===== config.mk =====
export PLATFORM = sky130hd
export DESIGN_NAME = arp_cache_table_flat
export DESIGN_NICKNAME = d
export VERILOG_FILES = /design/src/hdl/arpct_pkg.sv /design/src/hdl/arpct_if.sv /design/src/hdl/arp_cache_table.sv /design/src/flat_wrapper.sv
export VERILOG_INCLUDE_DIRS = /design/src /design/src/hdl
export SDC_FILE = /design/constraint.sdc
export NUM_CORES = 1
export LEC_CHECK = 0
export BUFFER_PORTS_ARGS = -buffer_cell sky130_fd_sc_hd__buf_2
export CORE_MARGIN = 2
export CORE_UTILIZATION = 25
export CTS_CLUSTER_SIZE = 10
export DETAILED_ROUTE_END_ITERATION = 6
export SETUP_SLACK_MARGIN = 0.3
export SYNTH_ARGS = -nofsm -noshare
export SYNTH_HDL_FRONTEND = slang
export SYNTH_SLANG_ARGS = --single-unit

===== constraint.sdc =====
create_clock -name clk -period 8.3 [get_ports clk]
set_clock_uncertainty 0.1 [all_clocks]
set_input_delay 1.245 -clock clk [delete_from_list [all_inputs] [get_ports clk]]
set_output_delay 1.245 -clock clk [all_outputs]
set_load 0.01 [all_outputs]

===== src/hdl/arp_cache_table_macros.svh =====
// Assertion macros shared by the ARP cache table RTL.
// Each macro expects signals named clk and rst_n in the including scope.
`ifndef ARP_CACHE_TABLE_MACROS_SVH
`define ARP_CACHE_TABLE_MACROS_SVH

// The consequent must hold in the same cycle as the antecedent.
`define ARPCT_ASSERT_IMP(lbl, ante, cons, msg) \
  lbl: assert property (@(posedge clk) disable iff (!rst_n) (ante) |-> (cons)) \
    else $error(msg);

// The consequent must hold in the cycle after the antecedent.
`define ARPCT_ASSERT_NXT(lbl, ante, cons, msg) \
  lbl: assert property (@(posedge clk) disable iff (!rst_n) (ante) |=> (cons)) \
    else $error(msg);

`endif


===== src/hdl/arpct_pkg.sv =====
package arpct_pkg;

  // Field widths of the request and response channels.
  localparam int OP_W    = 1;
  localparam int IP_W    = 32;
  localparam int MAC_W   = 48;
  localparam int IDX_OUT_W = 4;
  localparam int CNT_OUT_W = 5;

  // Default table depth.
  localparam int DEF_TABLE_ENTRIES = 16;

  // Request operation codes.
  localparam logic [OP_W-1:0] OP_LOOKUP = 1'b0;
  localparam logic [OP_W-1:0] OP_ADD    = 1'b1;

endpackage


===== src/hdl/arpct_if.sv =====
// Request channel: operation, IPv4 address and MAC address.
interface arpct_req_if;
  logic                         valid;
  logic                         ready;
  logic [arpct_pkg::OP_W-1:0]   operation;
  logic [arpct_pkg::IP_W-1:0]   ip_addr;
  logic [arpct_pkg::MAC_W-1:0]  mac_addr;

  modport source (output valid, output operation, output ip_addr, output mac_addr,
                  input ready);
  modport sink   (input valid, input operation, input ip_addr, input mac_addr,
                  output ready);
endinterface

// Response channel: one result per request.
interface arpct_rsp_if;
  logic                             valid;
  logic                             ready;
  logic                             hit;
  logic [arpct_pkg::IDX_OUT_W-1:0]  entry_index;
  logic [arpct_pkg::MAC_W-1:0]      mac_found;
  logic                             table_flushed;
  logic [arpct_pkg::CNT_OUT_W-1:0]  entry_count;

  modport source (output valid, output hit, output entry_index, output mac_found,
                  output table_flushed, output entry_count, input ready);
  modport sink   (input valid, input hit, input entry_index, input mac_found,
                  input table_flushed, input entry_count, output ready);
endinterface


===== src/hdl/arp_cache_table.sv =====
// ARP cache table: TABLE_ENTRIES IPv4-to-MAC pairs, of which entries 0 to count-1
// are valid. A lookup request scans the valid entries in order and reports the
// first exact IPv4 match with its index and MAC; a miss reports zeros. An add
// request first empties the table if it is full, then scans for the address:
// a hit overwrites that entry's MAC, a miss appends the pair and bumps the count.
// One request is handled at a time. A single registered-read port on the table
// memory feeds one 32-bit comparator, one entry per cycle; the scan reads the
// valid entries in order, and a hit on entry j ends the scan early. The next
// request can be accepted in the cycle after the result is loaded. The result
// sits in an output register, so a new request may be accepted while the
// previous result is still waiting; the request after that stalls until the
// waiting result is taken.
// Table contents are not cleared at reset; the fill count is.
`include "arp_cache_table_macros.svh"

module arp_cache_table #(
  parameter int TABLE_ENTRIES = arpct_pkg::DEF_TABLE_ENTRIES
) (
  input  logic           clk,
  input  logic           rst_n,
  arpct_req_if.sink      in_req,
  arpct_rsp_if.source    out_rsp
);

  localparam int IDX_W = (TABLE_ENTRIES > 1) ? $clog2(TABLE_ENTRIES) : 1;
  localparam int CNT_W = $clog2(TABLE_ENTRIES + 1);
  localparam int IP_W  = arpct_pkg::IP_W;
  localparam int MAC_W = arpct_pkg::MAC_W;
  localparam int IDX_OUT_W = arpct_pkg::IDX_OUT_W;
  localparam int CNT_OUT_W = arpct_pkg::CNT_OUT_W;

  localparam logic [CNT_W-1:0] FULL_CNT = CNT_W'(TABLE_ENTRIES);
  localparam logic [CNT_OUT_W-1:0] ONE_OUT_CNT = CNT_OUT_W'(1);

  // Sequencer states.
  localparam logic [1:0] S_IDLE = 2'd0;
  localparam logic [1:0] S_SCAN = 2'd1;
  localparam logic [1:0] S_DONE = 2'd2;

  // Table memory.
  logic [IP_W-1:0]  ip_mem  [TABLE_ENTRIES];
  logic [MAC_W-1:0] mac_mem [TABLE_ENTRIES];

  logic [1:0]        state_r,    state_nxt;
  logic              op_r,       op_nxt;
  logic [IP_W-1:0]   ip_r,       ip_nxt;
  logic [MAC_W-1:0]  mac_r,      mac_nxt;
  logic [CNT_W-1:0]  count_r,    count_nxt;
  logic              flushed_r,  flushed_nxt;
  logic [CNT_W-1:0]  scan_r,     scan_nxt;
  logic              cmp_vld_r,  cmp_vld_nxt;
  logic [IDX_W-1:0]  cmp_idx_r,  cmp_idx_nxt;
  logic              hit_r,      hit_nxt;
  logic [IDX_W-1:0]  res_idx_r,  res_idx_nxt;
  logic [MAC_W-1:0]  res_mac_r,  res_mac_nxt;
  logic [IP_W-1:0]   rd_ip_r;
  logic [MAC_W-1:0]  rd_mac_r;

  logic                  out_vld_r,   out_vld_nxt;
  logic                  out_hit_r,   out_hit_nxt;
  logic [IDX_OUT_W-1:0]  out_idx_r,   out_idx_nxt;
  logic [MAC_W-1:0]      out_mac_r,   out_mac_nxt;
  logic                  out_flush_r, out_flush_nxt;
  logic [CNT_OUT_W-1:0]  out_cnt_r,   out_cnt_nxt;

  logic              rd_en;
  logic              wr_en;
  logic              in_acc;
  logic              out_free;
  logic              cmp_hit;

  assign in_req.ready = (state_r == S_IDLE);
  assign in_acc       = in_req.valid && in_req.ready;
  assign out_free     = !out_vld_r || out_rsp.ready;
  assign cmp_hit      = cmp_vld_r && (rd_ip_r == ip_r);

  // Sequencer and result formation.
  always_comb begin
    state_nxt     = state_r;
    op_nxt        = op_r;
    ip_nxt        = ip_r;
    mac_nxt       = mac_r;
    count_nxt     = count_r;
    flushed_nxt   = flushed_r;
    scan_nxt      = scan_r;
    cmp_vld_nxt   = 1'b0;
    cmp_idx_nxt   = cmp_idx_r;
    hit_nxt       = hit_r;
    res_idx_nxt   = res_idx_r;
    res_mac_nxt   = res_mac_r;
    rd_en         = 1'b0;
    wr_en         = 1'b0;
    out_vld_nxt   = out_vld_r && !out_rsp.ready;
    out_hit_nxt   = out_hit_r;
    out_idx_nxt   = out_idx_r;
    out_mac_nxt   = out_mac_r;
    out_flush_nxt = out_flush_r;
    out_cnt_nxt   = out_cnt_r;
    unique case (state_r)
      S_IDLE: begin
        if (in_acc) begin
          op_nxt      = in_req.operation;
          ip_nxt      = in_req.ip_addr;
          mac_nxt     = in_req.mac_addr;
          scan_nxt    = '0;
          flushed_nxt = 1'b0;
          // An add into a full table empties it first.
          if ((in_req.operation == arpct_pkg::OP_ADD) && (count_r >= FULL_CNT)) begin
            count_nxt   = '0;
            flushed_nxt = 1'b1;
          end
          state_nxt = S_SCAN;
        end
      end
      S_SCAN: begin
        // Compare the entry read last cycle while the next one is fetched.
        if (cmp_hit) begin
          hit_nxt     = 1'b1;
          res_idx_nxt = cmp_idx_r;
          res_mac_nxt = (op_r == arpct_pkg::OP_ADD) ? mac_r : rd_mac_r;
          state_nxt   = S_DONE;
        end else if (scan_r >= count_r) begin
          hit_nxt = 1'b0;
          if (op_r == arpct_pkg::OP_ADD) begin
            res_idx_nxt = count_r[IDX_W-1:0];
            res_mac_nxt = mac_r;
          end else begin
            res_idx_nxt = '0;
            res_mac_nxt = '0;
          end
          state_nxt = S_DONE;
        end else begin
          rd_en       = 1'b1;
          cmp_vld_nxt = 1'b1;
          cmp_idx_nxt = scan_r[IDX_W-1:0];
          scan_nxt    = scan_r + CNT_W'(1);
        end
      end
      S_DONE: begin
        // Commit the write and the count once the output register is free.
        if (out_free) begin
          if (op_r == arpct_pkg::OP_ADD) begin
            wr_en = 1'b1;
            if (!hit_r) begin
              count_nxt = count_r + CNT_W'(1);
            end
          end
          out_vld_nxt   = 1'b1;
          out_hit_nxt   = hit_r;
          out_idx_nxt   = IDX_OUT_W'(res_idx_r);
          out_mac_nxt   = res_mac_r;
          out_flush_nxt = flushed_r;
          out_cnt_nxt   = CNT_OUT_W'(count_nxt);
          state_nxt     = S_IDLE;
        end
      end
      default: begin
        state_nxt = S_IDLE;
      end
    endcase
  end

  // Control registers.
  always_ff @(posedge clk) begin
    if (!rst_n) begin
      state_r   <= S_IDLE;
      count_r   <= '0;
      cmp_vld_r <= 1'b0;
      out_vld_r <= 1'b0;
      scan_r    <= '0;
    end else begin
      state_r   <= state_nxt;
      count_r   <= count_nxt;
      cmp_vld_r <= cmp_vld_nxt;
      out_vld_r <= out_vld_nxt;
      scan_r    <= scan_nxt;
    end
  end

  // Payload registers.
  always_ff @(posedge clk) begin
    op_r        <= op_nxt;
    ip_r        <= ip_nxt;
    mac_r       <= mac_nxt;
    flushed_r   <= flushed_nxt;
    cmp_idx_r   <= cmp_idx_nxt;
    hit_r       <= hit_nxt;
    res_idx_r   <= res_idx_nxt;
    res_mac_r   <= res_mac_nxt;
    out_hit_r   <= out_hit_nxt;
    out_idx_r   <= out_idx_nxt;
    out_mac_r   <= out_mac_nxt;
    out_flush_r <= out_flush_nxt;
    out_cnt_r   <= out_cnt_nxt;
  end

  // Table memory: one write port and one registered read port.
  always_ff @(posedge clk) begin
    if (wr_en) begin
      ip_mem[res_idx_r]  <= ip_r;
      mac_mem[res_idx_r] <= mac_r;
    end
    if (rd_en) begin
      rd_ip_r  <= ip_mem[scan_r[IDX_W-1:0]];
      rd_mac_r <= mac_mem[scan_r[IDX_W-1:0]];
    end
  end

  // Response port.
  assign out_rsp.valid         = out_vld_r;
  assign out_rsp.hit           = out_hit_r;
  assign out_rsp.entry_index   = out_idx_r;
  assign out_rsp.mac_found     = out_mac_r;
  assign out_rsp.table_flushed = out_flush_r;
  assign out_rsp.entry_count   = out_cnt_r;

  // Checks on the sequencer and the fill count.
  `ARPCT_ASSERT_IMP(a_count_bound, 1'b1, count_r <= FULL_CNT, "fill count too large")
  `ARPCT_ASSERT_IMP(a_scan_bound, state_r == S_SCAN, scan_r <= count_r, "scan overran")
  `ARPCT_ASSERT_NXT(a_busy_after_accept, in_acc, state_r == S_SCAN, "no scan")
  `ARPCT_ASSERT_IMP(a_flush_count, out_vld_r && out_flush_r, out_cnt_r == ONE_OUT_CNT, "flush")

endmodule


===== src/flat_wrapper.sv =====
// flat-port wrapper written by rule: the top's interface ports become plain ports
module arp_cache_table_flat 
#(
  parameter int TABLE_ENTRIES = arpct_pkg::DEF_TABLE_ENTRIES
)
  (clk, rst_n, in_req_valid, in_req_operation, in_req_ip_addr, in_req_mac_addr, in_req_ready, out_rsp_valid, out_rsp_hit, out_rsp_entry_index, out_rsp_mac_found, out_rsp_table_flushed, out_rsp_entry_count, out_rsp_ready);
  arpct_req_if in_req_i ();
  arpct_rsp_if out_rsp_i ();
  input  logic clk;
  input  logic rst_n;
  input wire logic [$bits(in_req_i.valid)-1:0] in_req_valid;
  input wire logic [$bits(in_req_i.operation)-1:0] in_req_operation;
  input wire logic [$bits(in_req_i.ip_addr)-1:0] in_req_ip_addr;
  input wire logic [$bits(in_req_i.mac_addr)-1:0] in_req_mac_addr;
  output wire logic [$bits(in_req_i.ready)-1:0] in_req_ready;
  output wire logic [$bits(out_rsp_i.valid)-1:0] out_rsp_valid;
  output wire logic [$bits(out_rsp_i.hit)-1:0] out_rsp_hit;
  output wire logic [$bits(out_rsp_i.entry_index)-1:0] out_rsp_entry_index;
  output wire logic [$bits(out_rsp_i.mac_found)-1:0] out_rsp_mac_found;
  output wire logic [$bits(out_rsp_i.table_flushed)-1:0] out_rsp_table_flushed;
  output wire logic [$bits(out_rsp_i.entry_count)-1:0] out_rsp_entry_count;
  input wire logic [$bits(out_rsp_i.ready)-1:0] out_rsp_ready;
  assign in_req_i.valid = in_req_valid;
  assign in_req_i.operation = in_req_operation;
  assign in_req_i.ip_addr = in_req_ip_addr;
  assign in_req_i.mac_addr = in_req_mac_addr;
  assign in_req_ready = in_req_i.ready;
  assign out_rsp_valid = out_rsp_i.valid;
  assign out_rsp_hit = out_rsp_i.hit;
  assign out_rsp_entry_index = out_rsp_i.entry_index;
  assign out_rsp_mac_found = out_rsp_i.mac_found;
  assign out_rsp_table_flushed = out_rsp_i.table_flushed;
  assign out_rsp_entry_count = out_rsp_i.entry_count;
  assign out_rsp_i.ready = out_rsp_ready;
  arp_cache_table #(.TABLE_ENTRIES(TABLE_ENTRIES)) u_core (.clk(clk), .rst_n(rst_n), .in_req(in_req_i), .out_rsp(out_rsp_i));
endmodule

# [Word-level counts from Yosys, hierarchy flattened]
# Memories as Yosys holds them, arrays and structs flattened. A register that Yosys moved wholly into a read port is not among the register bits.
# Index checks and enable logic that the tools add are counted.
[totals] ff_bits=212 ram_bits=1280 inputBits=85 output_inout_bits=61 wordCells=87 memories=2
[op_classes] addsub=2 magnitude_cmp=2 n_eq_ne=9 n_mux=34 bitwise_logic=2 reduce_logical=18
[mem_list] memory="u_core.mac_mem" depth=16 word_bits=48 rd=1 rd_ports_with_merged_regs=1 write_ports=1 line="arp_cache_table.sv:42" source="logic [MAC_W-1:0] mac_mem [TABLE_ENTRIES];"
[mem_list] memory="u_core.ip_mem" depth=16 word_bits=32 rd=1 rd_ports_with_merged_regs=1 write_ports=1 line="arp_cache_table.sv:41" source="logic [IP_W-1:0] ip_mem [TABLE_ENTRIES];"
[ops] cell="2-to-1 mux 48 bit" n=4
[ops] cell="2-to-1 mux 5 bit" n=8
[ops] cell="equality test 32 bit" n=1
[ops] cell="case mux 5 bit (2 select lines)" n=2
[ops] cell="2-to-1 mux 1 bit" n=12
[ops] cell="2-to-1 mux 4 bit" n=3
[ops] cell="adder 5 x 1 -> 5 bit (second input constant)" n=2
[ops] cell="2-to-1 mux 2 bit" n=4
[ops] cell="inequality test 2 bit (second input constant)" n=4
[ops] cell="AND reduction 4 bit" n=2
[ops] cell="case mux 2 bit (3 select lines)" n=1
[ops] cell="AND reduction 2 bit" n=3
[ops] cell="AND reduction 3 bit" n=2
[ops] cell="nonzero test 2 bit" n=3
[ops] cell=">= comparator 5 bit" n=1
[ops] cell=">= comparator 5 bit (second input constant)" n=1
[ops] cell="logical AND 1 bit" n=4
[ops] cell="inequality test 3 x 1 -> 1 bit (second input constant)" n=1
[ops] cell="equality test 2 x 1 -> 1 bit (second input constant)" n=1
[ops] cell="equality test 2 bit (second input constant)" n=1
[ops] cell="logical NOT 1 bit" n=2
[ops] cell="logical NOT 2 bit" n=1
[ops] cell="inequality test 2 x 1 -> 1 bit (second input constant)" n=1
[ops] cell="inverter 1 bit" n=2
[ops] cell="logical OR 1 bit" n=1

# [Logic depth before layout (Yosys ltp)]
# Gate-level depths: netlist of run 1.
[logic_depth] ltp_word=6 mapped_depth=11

# [Least setup slack after synthesis of run 1]
# OpenSTA, ideal clock, no wires.
[synth_path] kind="input to register" startpoint="in out_rsp_ready" endpoint="mem u_core.ip_mem[0][0] (enable)" setup_time_ns=0.616 arrival_ns=8.253 t_required_ns=7.584 path_slack_ns=-0.670 stages=6 path_buffers=1 cell_sequence="or2b_2 > nor2b_1 > buf_2 > nand2_1 > or3_1 > nor3_1"
[synth_between] elab_chain_cells=5
[synth_lines] item="from (decl)" line="flat_wrapper.sv:22" source="input wire logic [$bits(out_rsp_i.ready)-1:0] out_rsp_ready;"
[synth_lines] item="logical OR 1 bit" line="arp_cache_table.sv:74" source="assign out_free = !out_vld_r || out_rsp.ready;"
[synth_lines] item="2-to-1 mux 1 bit" line="arp_cache_table.sv:141" source="if (out_free) begin"
[synth_lines] item="2-to-1 mux 1 bit" line="arp_cache_table.sv:99" source="unique case (state_r)"
[synth_lines] item="2-to-1 mux 1 bit" line="arp_cache_table.sv:199" source="if (wr_en) begin"
[synth_lines] item="2-to-1 mux 1 bit (implied by the code)" line="arp_cache_table.sv:200" source="ip_mem[res_idx_r] <= ip_r;"
[synth_lines] item="to (decl)" line="arp_cache_table.sv:41"
# Every way passes these cells.

# [Final worst setup path of run 1]
[layout_path] startpoint="reg u_core.scan_r[0]" endpoint="reg u_core.rd_mac_r[42], read port of u_core.mac_mem, data pin"
[layout_between] elab_chain_cells=4
[layout_lines] item="from (decl)" line="arp_cache_table.sv:50" source="logic [CNT_W-1:0] scan_r, scan_nxt;"
[layout_lines] item="from (signal assigned)" line="arp_cache_table.sv:176" source="scan_r <= scan_nxt;"
[layout_lines] item=">= comparator 5 bit" line="arp_cache_table.sv:122" source="end else if (scan_r >= count_r) begin"
[layout_lines] item="2-to-1 mux 1 bit" line="arp_cache_table.sv:122"
[layout_lines] item="2-to-1 mux 1 bit" line="arp_cache_table.sv:117" source="if (cmp_hit) begin"
[layout_lines] item="2-to-1 mux 1 bit" line="arp_cache_table.sv:99"
[layout_lines] item="to (decl)" line="arp_cache_table.sv:57" source="logic [MAC_W-1:0] rd_mac_r;"
# Several ways; a longest one is shown, not always the timed one.
# A chain may end at the register's enable or synchronous reset.

==> results.toml, run 1 <==
[run_status]
status = "finished, final reports clean"

[place]
dp_hpwl_mm = 72.2
gp_congestion = 0.708
io_buffers = 145
dpl_cell_area_mm2 = 0.0630
placed_cells = 5533

[setup_path]
worst_setup_path_start_kind = "flop"
path_cells = "buf_12 > buf_12 > mux4_2 > mux4_2"
arrival_ns = 4.55
critical-path-max-stage-delay_ns = 0.75
crit_slowest_cell = "dfxtp_4"
required_ns = 8.70
cp_top_family = "buffers and inverters"
endpoint_kind = "flop"
critical_path.max_fanout = 108
crit_buf_inv = 2
path_class = "reg2reg"

[sta]
min_period_over_period_pct = 50.0
layout_min_cycle_time_ns = 4.15
tns_ns = 0
worst_pin_slew_ns = 1.21
max_freq_ghz = 0.241
rsz0062_at_grt = "false"
maxSlewHeadroom_pct = 19.4
finalHoldViolations = 0
final_max_slew_viol_count = 0
setup_viol_count_final = 0

[power]
power_density_mw_per_mm2 = 234
comb_power_share_pct = 0.9
sw_frac_of_total_pct = 20.0
seq_power_share_pct = 56.3
clockPowerShare_pct = 42.7
power_leakage_nw = 20.0
ir_drop_v = 0.000175
intPower_mw = 12.7
p_sw_mw = 3.17

[die]
die_w_um = 487
ioPinCount = 146
core-area_mm2 = 0.232
rows = 177
die_area_mm2 = 0.237
start_util_pct = 25.1
die_h_um = 487

[clocking]
path_clk_slew_ns = 0.06
htree_levels = 4
clk_latency_ns = 0.79
cts_tree = "built"
ctsHoldBuffers = 0
post-cts-setup-buffers = 0
cts_sinks = 1572
max-clock-path-buffers = 3
cts-buffers-inserted = 176
cts-resized-gates = 0
clockRootBuffer = "clkbuf_16"

[logic_synthesis]
syn_inst = 2407
synth_top_area_cell = "edfxtp_1"
syn_avg_cell_area_um2 = 24.2
netlist_top_cells_area = "edfxtp_1 80%, mux4_2 15%, nand2_1 0.75%"
synth_seq_area_share_pct = 80.7
netlist_area_mm2 = 0.0583
netlist.area_leader.share_pct = 80.2
synth-warning-count = 0
synth-seq-cells = 1572
synth_nets = 2499
yosysUniqueCellTypes = 41

[run]
cap_viol_max_count = 0

[routing]
vias = 25600
wl_per_cell_um = 23.4
dr.pass1.iters = 5
drtIter0Drc = 2485
routed_wl_mm = 135
via_per_inst = 4.44
drc = 0
ant_nets = 0

[global_routing]
first_global_vias = 26800
antenna_found_initial = 18
grt_pass1_wl_mm = 195
grt_max_degree = 142
grt_overflow = 0
grt_usage_pct = 11.3

[finish]
layout-drive-gt1-share_pct = 29.9
instances_no_fill = 5768
synthToLayoutAreaGrowth_pct = 16.2
postLayoutCellArea_mm2 = 0.0678
n_fill_cell = 22300
nets = 2760

[min_path]
hp-class = "reg2reg"
==> flip-flops by register name, summed over array words and instances (netlist names) <==
| register | count |
|---|---|
| u_core.cmp_vld_r | 1 |
| u_core.res_mac_r | 48 |
| u_core.out_rsp.mac_found | 48 |
| u_core.ip_mem | 512 |
| u_core.op_r | 1 |
| u_core.hit_r | 1 |
| u_core.mac_mem | 768 |
| u_core.rd_mac_r | 48 |
| u_core.count_r | 5 |
| u_core.mac_r | 48 |
| u_core.ip_r | 32 |
| u_core.scan_r | 5 |
| u_core.res_idx_r | 4 |
| u_core.out_rsp.entry_count | 5 |
| u_core.state_r | 2 |
| u_core.rd_ip_r | 32 |
| u_core.cmp_idx_r | 4 |
| u_core.out_rsp.entry_index | 4 |
| u_core.flushed_r | 1 |
| u_core.out_rsp.hit | 1 |
| u_core.out_rsp.table_flushed | 1 |
| u_core.out_rsp.valid | 1 |
==> worst paths after layout <==
kind                                        from                                endpoint  slack, ns  depth (start not counted)
setup / recovery   u_core.scan_r[0]$_SDFFE_PN0P_           u_core.rd_mac_r[42]$_DFFE_PP_       4.15                          4
hold / removal    u_core.res_mac_r[41]$_DFFE_PP_  u_core.out_rsp.mac_found[41]$_DFFE_PP_       0.32                          0
setup reg to reg   u_core.scan_r[0]$_SDFFE_PN0P_           u_core.rd_mac_r[42]$_DFFE_PP_       4.15                          4
hold reg to reg   u_core.res_mac_r[41]$_DFFE_PP_  u_core.out_rsp.mac_found[41]$_DFFE_PP_       0.32                          0
==> cells in the final DEF, fill, tap and decap left out, drive strengths merged, types with 4 or more instances in the layout <==
cell type,netlist,routed
nor2,20,20
edfxtp,1558,1558
a22oi,4,4
nor4,13,13
nor3,10,10
nand4,9,9
dfxtp,14,14
nand2,116,116
clkbuf,64,221
ha,7,7
nand3,11,11
xnor2,7,7
nand2b,4,4
buf,48,195
clkinv,0,7
inv,7,12
xor2,29,29
o21ai,53,53
nor2b,4,4
mux4,400,400
a21oi,5,5
==> stage by stage <==
stage | power [mW] | utilization [%] | hold slack [ns] | worst slack [ns]
3_3_place_gp | 9.26 | 27.1 | 0.303 | 3.91
3_5_place_dp | 9.27 | 27.1 | 0.305 | 3.89
5_1_grt | 16.4 | 29.2 | 0.322 | 3.82
6_report | 15.9 | 29.2 | 0.315 | 4.15
2_1_floorplan | 9.11 | - | 0.300 | 1.48
4_1_cts | 16.1 | 29.2 | 0.317 | 4.07
==> synth_stat cells, drive strengths merged <==
master	number
a31oi	1
edfxtp	1558
nor4	13
mux4	400
nor4b	1
nor3b	1
inv	7
nand4b	2
a22oi	4
xor2	29
o211ai	3
a21o	1
a21oi	5
o31ai	1
nand4	9
nor3	10
dfxtp	14
o21a	2
or3	1
clkbuf	64
o21ai	53
a211oi	1
ha	7
a211o	2
nand2b	4
nand2	116
nor2b	4
or2b	3
xnor2	7
and2	2
nand3	11
nand3b	1
or3b	1
buf	48
or4	1
nor2	20
==> area by class of cell <==
class                      count  area, um^2  share of cell area, %
antenna                        1        2.50                0.00369
multi-input combinational    716       10900                   16.1
clock buffer                 221        4620                   6.81
timing repair buffer         195        1160                   1.72
inverter                       7        31.3                 0.0461
clock inverter                13         180                  0.266
tap                         3043        3810                   5.62
sequential                  1572       47100                   69.5
==> kinds of logic after synthesis <==
logic type      synth area share, %
xor+xnor                      0.541
compound gates                0.708
buf+inv                       0.886
flops                          80.7
simple gates                   1.56
mux                            15.4
fa+ha+maj                     0.150
==> power groups by stage <==
stage / registers [mW] / logic (mW) / clock network, mW
final: 8.95 / 0.149 / 6.79
after global routing: 8.96 / 0.165 / 7.27
after CTS: 8.95 / 0.160 / 6.96
after detailed placement: 9.11 / 0.159 / 0
after global placement: 9.10 / 0.159 / 0
after floorplan: 9.05 / 0.0588 / 0
==> routing by layer <==
layer | global-route usage, % | vias to the layer above | share of wire, %
met2 | 18.7 | 831 | 50
met3 | 2.13 | 178 | 5.9
met4 | 2.73 | 2 | 1.7
met1 | 15.3 | 13900 | 43
li1 | - | 10700 | -
met5 | 0 | - | 0.0096
No activity file was read; power rests on OpenSTA's default activity.
==> run 2, diff against run 1 <==
==> constraint.sdc (replaced) <==
create_clock -name clk -period 3.9 [get_ports clk]
set_clock_uncertainty 0.1 [all_clocks]
set_input_delay 0.585 -clock clk [delete_from_list [all_inputs] [get_ports clk]]
set_output_delay 0.585 -clock clk [all_outputs]
set_load 0.01 [all_outputs]
==> results.toml, run 2 (synthesis results as in run 1) <==
[finish]
largest_register_ffs = 768
multi_input_area_mm2 = 0.0109
layout-drive-gt1-share_pct = 29.8
n_fill_cell = 22200
synthToLayoutAreaGrowth_pct = 18.3
regArea_mm2 = 0.0471
top_register = "u_core.mac_mem"
mostFrequentLayoutCells = "1,558 x edfxtp_1, 400 x mux4_2, 182 x clkbuf_16"
final_common_cell = "edfxtp_1"
reg.largest.list = "u_core.mac_mem: 768 flops, u_core.ip_mem: 512 flops"
postLayoutCellArea_mm2 = 0.0690
nets = 2854

[die]
rows = 177
die_area_mm2 = 0.237
die_w_um = 487
start_util_pct = 25.1
die_h_um = 487
ioPinCount = 146
core-area_mm2 = 0.232

[clocking]
clk_latency_ns = 0.79
path_clk_slew_ns = 0.05
cts_tree = "built"
post-cts-setup-buffers = 0
cts_sinks = 1572
cts-buffers-inserted = 176
ctsHoldBuffers = 81
max-clock-path-buffers = 3
htree_levels = 4
cts-resized-gates = 0
clockRootBuffer = "clkbuf_16"

[min_path]
hp-class = "in2reg"

[run]
cap_viol_max_count = 0

[sta]
maxSlewHeadroom_pct = 24.5
layout_min_cycle_time_ns = 3.29
rsz0062_at_grt = "false"
max_freq_ghz = 0.304
min_period_over_period_pct = 84.4
worst_pin_slew_ns = 1.13
final_max_slew_viol_count = 0
setup_viol_count_final = 0
finalHoldViolations = 0

[setup_path]
reg2reg_depth = 6
r2r-end = "u_core.res_mac_r[27]$_DFFE_PP_"
path_class = "reg2reg"
path_cells = "xor2_1 > nor4_1 > nand4_1 > or4_1 > a21oi_4 > buf_12"
worst_setup_path_start_kind = "flop"
path_depth = 6
r2r_slack_ns = 0.61
required_ns = 4.22
critical_path.max_fanout = 54
arrival_ns = 3.61
cp_top_family = "simple AND/OR/NAND/NOR gates"
critical-path-max-stage-delay_ns = 0.67
crit_path_start = "u_core.ip_r[18]$_DFFE_PP_"
r2r-start = "u_core.ip_r[18]$_DFFE_PP_"
crit_buf_inv = 1
endpoint_kind = "flop"
crit_end = "u_core.res_mac_r[27]$_DFFE_PP_"
crit_slowest_cell = "edfxtp_1"

[global_routing]
grt_max_degree = 155
grt_usage_pct = 11.7
grt_overflow = 0
grt_pass1_wl_mm = 201
antenna_found_initial = 21
first_global_vias = 27400

[routing]
via_per_inst = 4.47
drtIter0Drc = 2555
routed_wl_mm = 141
ant_nets = 0
drc = 0
wl_per_cell_um = 24.1
vias = 26200
dr.pass1.iters = 5

[place]
io_buffers = 145
gp_congestion = 0.711
dpl_cell_area_mm2 = 0.0634
dp_hpwl_mm = 72.9

[power]
design_power_total_mw = 33.9
ir_drop_v = 0.000380
power_density_mw_per_mm2 = 491
power_leakage_nw = 20.5

[run_status]
status = "finished, final reports clean"
==> run 2: metal layers <==
metal,GRT usage [%],vias to the layer above,wire length (um)
met5,0,-,65
met4,3.14,10,2790
met2,19.8,822,70700
met3,2.07,208,7390
met1,15.5,14300,59900
li1,-,10900,-
==> run 2: through the flow <==
| step | hold slack (ns) | setup TNS [ns] | utilization (%) | setup WS (ns) | std cells |
|---|---|---|---|---|---|
| CTS | 0.0210 | 0 | 29.7 | 0.599 | 5845 |
| finish | 0.0746 | 0 | 29.7 | 0.608 | 5846 |
| global route | 0.0417 | 0 | 29.7 | 0.384 | 5845 |
| floorplan | 0.300 | -106.48 | - | -0.231 | 2407 |
| detailed placement | 0.305 | 0 | 27.3 | 0.600 | 5546 |
| global placement | 0.305 | 0 | 27.3 | 0.560 | 5546 |
==> run 2: how the worst min path moves through the flow <==
stage	start	to	slack, ns	cells past startpoint
2_1_floorplan	u_core.res_mac_r[0]$_DFFE_PP_	u_core.out_rsp.mac_found[0]$_DFFE_PP_	0.30	0
3_3_place_gp	u_core.flushed_r$_DFFE_PP_	u_core.out_rsp.table_flushed$_DFFE_PP_	0.31	0
3_5_place_dp	u_core.res_mac_r[24]$_DFFE_PP_	u_core.out_rsp.mac_found[24]$_DFFE_PP_	0.30	0
4_1_cts	in_req_mac_addr[47]	u_core.mac_r[47]$_DFFE_PP_	0.02	1
5_1_grt	in_req_mac_addr[47]	u_core.mac_r[47]$_DFFE_PP_	0.04	1
6_report	in_req_mac_addr[47]	u_core.mac_r[47]$_DFFE_PP_	0.07	1
==> run 2: area by class of cell <==
| cell class | instances | share of cell area [%] |
|---|---|---|
| Sequential cell | 1572 | 68.2 |
| Multi-Input combinational cell | 716 | 15.8 |
| Clock buffer | 205 | 6.72 |
| Tap cell | 3043 | 5.52 |
| Timing Repair Buffer | 289 | 3.40 |
| Clock inverter | 13 | 0.234 |
| Inverter | 7 | 0.0562 |
| Antenna cell | 1 | 0.00363 |
==> run 2: power by group <==
| group | leakage (nW) | internal (mW) | switching [mW] |
|---|---|---|---|
| clock | 2.35 | 8.28 | 6.16 |
| sequential | 14.2 | 18.8 | 0.264 |
| combinational | 3.92 | 0.145 | 0.271 |
| total | 20.5 | 27.2 | 6.70 |
